`src/rtl/core/assert_macros.svh`:
```
// ============================================================================
// Assertion macros
// Shared concurrent assertion forms for the R250 generator RTL.
// ============================================================================
`ifndef ASSERT_MACROS_SVH
`define ASSERT_MACROS_SVH

// A property that must hold at every clock edge outside reset.
`define R250_ASSERT(label, clk, rst_n, prop, msg) \
    label: assert property (@(posedge clk) disable iff (!rst_n) (prop)) else $error(msg);

// A property that must hold in the cycle after a triggering condition.
`define R250_ASSERT_NEXT(label, clk, rst_n, cond, prop, msg) \
    label: assert property (@(posedge clk) disable iff (!rst_n) (cond) |=> (prop)) \
        else $error(msg);

`endif

```
`src/rtl/core/r250_pkg.sv`:
```
// ============================================================================
// R250 generator package
// Types, constants and helper functions shared by the R250 generator RTL.
// ============================================================================
package r250_pkg;

    localparam int unsigned WORD_BITS  = 32;
    localparam int unsigned SEED_BITS  = 32;
    localparam int unsigned OUT_BITS   = 32;
    localparam int unsigned RING_DEPTH = 250;
    localparam int unsigned INDEX_BITS = $clog2(RING_DEPTH);
    localparam int unsigned TAP_DIST   = 103;
    localparam int unsigned FIX_START  = 3;
    localparam int unsigned FIX_STEP   = 11;

    typedef logic [WORD_BITS-1:0]  t_word;
    typedef logic [SEED_BITS-1:0]  t_seed;
    typedef logic [OUT_BITS-1:0]   t_out;
    typedef logic [INDEX_BITS-1:0] t_index;
    typedef logic [INDEX_BITS:0]   t_sum;

    typedef enum logic {
        ACT_LOAD = 1'b0,
        ACT_GEN  = 1'b1
    } t_action;

    typedef struct packed {
        t_index rd_addr_a;
        t_index rd_addr_b;
        t_index wr_addr;
        t_word  load_word;
    } t_ring_req;

    function automatic t_word f_seed_to_word(t_seed s);
        t_word w;
        w = '0;
        for (int i = 0; i < WORD_BITS; i++) begin
            if (i < SEED_BITS) begin
                w[i] = s[i];
            end
        end
        return w;
    endfunction

    function automatic t_out f_word_to_out(t_word w);
        t_out o;
        o = '0;
        for (int i = 0; i < OUT_BITS; i++) begin
            if (i < WORD_BITS) begin
                o[i] = w[i];
            end
        end
        return o;
    endfunction

    // Keeps the bit columns linearly independent: at position 3 + 11k the
    // word gets bit k set and every bit below it cleared.
    function automatic t_word f_fix_word(t_index p, t_word w);
        t_word r;
        t_word bit_k;
        t_sum  pos;
        r     = w;
        bit_k = '0;
        pos   = t_sum'(FIX_START);
        for (int k = 0; k < WORD_BITS; k++) begin
            if (p == pos[INDEX_BITS-1:0]) begin
                bit_k = t_word'(1) << k;
                r     = (w & ~(bit_k - t_word'(1))) | bit_k;
            end
            pos = pos + t_sum'(FIX_STEP);
            if (pos >= t_sum'(RING_DEPTH)) begin
                pos = pos - t_sum'(RING_DEPTH);
            end
        end
        return r;
    endfunction

endpackage

```
`src/rtl/core/r250_ptr.sv`:
```
// ============================================================================
// R250 pointer unit
// Holds the read and load pointers and forms the ring addresses and the
// fixed-up seed word for each accepted transaction.
// ============================================================================
`include "assert_macros.svh"

module r250_ptr
    import r250_pkg::*;
(
    input  logic      i_clk,
    input  logic      i_rst_n,
    input  logic      i_fire,
    input  logic      i_action,
    input  t_seed     i_seed_word,
    output t_ring_req o_req
);

    t_index r_read_index;
    t_index n_read_index;
    t_index r_load_index;
    t_index n_load_index;
    t_sum   tap_sum;
    t_sum   read_inc;
    t_sum   load_inc;

    always_comb begin
        tap_sum = {1'b0, r_read_index} + t_sum'(TAP_DIST);
        if (tap_sum >= t_sum'(RING_DEPTH)) begin
            tap_sum = tap_sum - t_sum'(RING_DEPTH);
        end
        read_inc = {1'b0, r_read_index} + t_sum'(1);
        if (read_inc >= t_sum'(RING_DEPTH)) begin
            read_inc = '0;
        end
        load_inc = {1'b0, r_load_index} + t_sum'(1);
        if (load_inc >= t_sum'(RING_DEPTH)) begin
            load_inc = '0;
        end
    end

    always_comb begin
        o_req.rd_addr_a = r_read_index;
        o_req.rd_addr_b = tap_sum[INDEX_BITS-1:0];
        o_req.wr_addr   = (i_action == ACT_GEN) ? r_read_index : r_load_index;
        o_req.load_word = f_fix_word(r_load_index, f_seed_to_word(i_seed_word));
    end

    always_comb begin
        n_read_index = r_read_index;
        n_load_index = r_load_index;
        if (i_fire) begin
            if (i_action == ACT_GEN) begin
                n_read_index = read_inc[INDEX_BITS-1:0];
            end else begin
                n_read_index = '0;
                n_load_index = load_inc[INDEX_BITS-1:0];
            end
        end
    end

    always_ff @(posedge i_clk) begin
        if (!i_rst_n) begin
            r_read_index <= '0;
            r_load_index <= '0;
        end else begin
            r_read_index <= n_read_index;
            r_load_index <= n_load_index;
        end
    end

    `R250_ASSERT(a_read_in_range, i_clk, i_rst_n, r_read_index < t_index'(RING_DEPTH), "read pointer out of range")
    `R250_ASSERT(a_load_in_range, i_clk, i_rst_n, r_load_index < t_index'(RING_DEPTH), "load pointer out of range")
    `R250_ASSERT_NEXT(a_load_rewinds, i_clk, i_rst_n, i_fire && (i_action == ACT_LOAD), r_read_index == '0, "read pointer not rewound by load")

endmodule

```
`config.mk`:
```
export PLATFORM = sky130hd
export DESIGN_NAME = r250_ptr
export DESIGN_NICKNAME = d
export VERILOG_FILES = /design/src/rtl/core/r250_pkg.sv /design/src/rtl/core/r250_ptr.sv
export VERILOG_INCLUDE_DIRS = /design/src /design/src/rtl/core
export SDC_FILE = /design/constraint.sdc
export NUM_CORES = 1
export LEC_CHECK = 0
export BUFFER_PORTS_ARGS = -buffer_cell sky130_fd_sc_hd__buf_2
export CAP_MARGIN = 20
export CORE_MARGIN = 2
export CORE_UTILIZATION = 25
export CTS_CLUSTER_SIZE = 12
export DETAILED_ROUTE_END_ITERATION = 12
export PLACE_DENSITY = 0.54
export REMOVE_ABC_BUFFERS = 1
export SETUP_SLACK_MARGIN = 0.4
export SYNTH_ARGS = -nofsm -noshare
export SYNTH_HDL_FRONTEND = slang
export SYNTH_SLANG_ARGS = --single-unit
```
`constraint.sdc`:
```
create_clock -name i_clk -period 7.2 [get_ports i_clk]
set_clock_uncertainty 0.2 [all_clocks]
set_input_delay 1.44 -clock i_clk [delete_from_list [all_inputs] [get_ports i_clk]]
set_output_delay 1.44 -clock i_clk [all_outputs]
set_load 0.05 [all_outputs]
```
==> results.md <==
- Reg-to-reg setup timing slack: 4.58 ns
- Footprint of the multi-input gates: 2130 um2
- CTS tree: done
- WP data required: 5.56 ns
- Slew headroom: 40.2%
- # DRC: 0
- Sequential share of power: 33.0%
- Critical path's top delay family: simple AND/OR/NAND/NOR gates
- Largest family of logic cells by synthesized area: simple AND/OR/NAND/NOR gates
- Resized cells post-CTS: 0
- Die width: 107 um
- Worst hold path type: flop to flop
- Core Rows: 37
- Drt initial violations: 166
- Hold WS: 0.335 ns
- Worst path bufs/invs: 1
- Number of clock sinks: 16
- Worst-margin pin slew: 0.896 ns
- DIE AREA: 11500 um2
- DR vias/cell: 5.30
- Clock transition at path regs: 0.07 ns
- DRT Wirelength: 8560 um
- Synth Area in Adders: 3.75%
- Number of global-route vias before repair: 2819
- Mux cell area share after synthesis: 3.23%
- Cell Pwr Density: 88.4 nW/um2
- First-pass detailed-route iteration total: 4
- Crit path largest cell delay: 0.91 ns
- Max Freq: 201 MHz
- Layout cells sized above 1: 27.2%
- Placed cells: 580
- Register area: 320 um2
- Final worst path period share: 69.0%
- Critical path arrival: 3.33 ns
- Post-detail-place hpwl: 6520 um
- Gr ovfl total: 0
- Slowest CP cell: dfxtp_1
- Int Pwr: 169 uW
- Crit Path Category: flop to output pin
- Register area share after synthesis: 12.0%
- Cell area after layout: 3170 um2
- Global-route wire length before repair: 13800 um
- Cell Area, Placed: 3110 um2
- Syn Inst Count: 388
- I/O pins: 92
- N_diodes: 0
- RD Place Congestion: 0.832
- XOR/XNOR share of the synthesized area: 2.62%
- Clock Latency Late Sink: 0.25 ns
- Initial Util: 25.7%
- Cell area after synthesis: 2670 um2
- Postcts setup bufs: 0
- CTS Buf Count: 3
- Die height: 107 um
- Post-synthesis async set-or-reset flop share: 0%
- VDD IR-drop max: 0.000114 V
- Largest net degree at the start of global routing: 30
- Area growth syn-to-layout: 18.7%
- Synth Warn #: 0
- Crit. End Element: output pin
- Clk root buf: clkbuf_8
- Final ANT Viol Nets: 0
- Finished Layout Cells: 584
- FILL cells: 1174
- Commonest cells after routing, fill and taps aside: 91 x buf_2, 39 x nor2_1, 37 x nand2_1
- LEAKAGE: 0.00133 uW
- Post-synth EDFFs: 0
- Clk buf depth: 2
- Core footprint: 10400 um2
- RSZ-0062 raised after global routing: false
- Startpoint types: flop
- Area share of and/or/nand/nor cells after synthesis: 44.2%
- Max cap viols: 0
- Post-layout min period: 4.97 ns
- Final setup viols: 0
- Synth Area in Compound Gates: 26.1%
- Layout Nets: 493
- Synth unique cells: 70
- CTS hold repair buffers: 0
- Worst Setup Slack, final: 2.23 ns
- Flops & latches, synth: 16
- Clk pwr share: 29.2%
- Dpl ws: 2.57 ns
- Hold Fails Final Rpt: 0
- Overall routing resource usage: 14.2%
- Final Slew Violations: 0
- CP cell instances: nor3b_1 -> o21ai_4 -> nand4_4 -> nor4_4 -> nand3_2 -> nor4b_1 -> buf_2
- Initial antenna violation count: 0
- Comb pwr share: 37.7%
- Setup_tns: 0 ns
- CP max FO: 29
- Net Sw Frac: 39.8%
- Post-Syn Area per Cell: 6.88 um2
- Status: complete, no violations
- Ys flop type: dfxtp_1
- Switch Pwr: 111 uW
- DR vias: 3097
- Depth of the CTS H-tree: 1
- Commonest non-fill, non-tap cell in the layout: buf_2
- Wire per inst: 14.7 um
- Port bufs: 91
[final timing paths]
path	cells past startpoint	to	start
setup / recovery	7	o_req[0]	r_load_index[3]$_SDFFE_PN0P_
hold / removal	2	r_load_index[1]$_SDFFE_PN0P_	r_load_index[1]$_SDFFE_PN0P_
setup reg to reg	6	r_load_index[7]$_SDFFE_PN0P_	r_load_index[3]$_SDFFE_PN0P_
hold reg to reg	2	r_load_index[1]$_SDFFE_PN0P_	r_load_index[1]$_SDFFE_PN0P_
[tightest hold or removal path: cells and delay by family, from the launching register on]
| family | cells | cell delay, ns |
|---|---|---|
| DFF | 1 | 0.36 |
| AOI/OAI and AO/OA | 1 | 0.06 |
| and+or+nand+nor | 1 | 0.07 |
[flip-flops by register name, indices dropped and copies added (netlist names)]
| name | count |
|---|---|
| r_load_index | 8 |
| r_read_index | 8 |
[cell type report]
cell class | count | area share (%)
Tap cell | 136 | 5.37
Clock buffer | 4 | 1.74
Sequential cell | 16 | 10.1
Inverter | 9 | 1.07
Timing Repair Buffer | 91 | 14.4
Multi-Input combinational cell | 328 | 67.4
[per-stage QoR]
stage	util, %	total power [uW]
6_report	30.6	280
5_1_grt	30.6	296
4_1_cts	30.6	283
3_5_place_dp	30.0	200
3_3_place_gp	30.0	201
2_1_floorplan	-	170
[per-layer routing]
metal	vias up	GRT usage, %	wire, um
met5	-	0	0
met4	0	1.37	27
met3	2	1.45	397
met2	82	23.6	4070
met1	1463	20.4	4070
li1	1550	-	-
[cell usage after synthesis (all sizes together), types with 3 or more instances]
cell / number / area (um2)
nand2: 37 / 139
o21ai: 29 / 168
and2: 5 / 31.3
a41oi: 6 / 60.1
nor4bb: 3 / 30.0
nand2b: 11 / 76.3
a21oi: 20 / 100
a31oi: 12 / 75.1
ha: 8 / 100
xnor2: 6 / 52.6
a22o: 7 / 61.3
a21boi: 7 / 52.6
and3: 12 / 75.1
clkbuf: 15 / 56.3
nand3: 24 / 125
buf: 20 / 125
inv: 9 / 33.8
dfxtp: 16 / 320
or2: 3 / 18.8
mux2: 5 / 56.3
nor4: 6 / 71.3
nor2: 40 / 153
nor4b: 6 / 65.1
nor3b: 4 / 30.0
nand4: 5 / 61.3
nand3b: 3 / 22.5
nor2b: 12 / 75.1
mux2i: 3 / 30.0
a211oi: 5 / 42.5
nor3: 20 / 111
[power groups by stage]
stage	sequential [uW]	clock (uW)	combinational (uW)
after detailed placement	94.6	0	106
after global placement	94.5	0	106
final	92.5	81.8	106
after global routing	92.9	89.5	113
after floorplan	95.5	0	74.2
after CTS	92.5	84.5	106
[cell families after synthesis]
| family | count (synthesis) |
|---|---|
| xor+xnor | 8 |
| fa+ha+maj | 8 |
| mux | 8 |
| flops | 16 |
| compound gates | 102 |
| buf+inv | 44 |
| simple gates | 202 |
No activity file was read; power rests on OpenSTA's default activity.
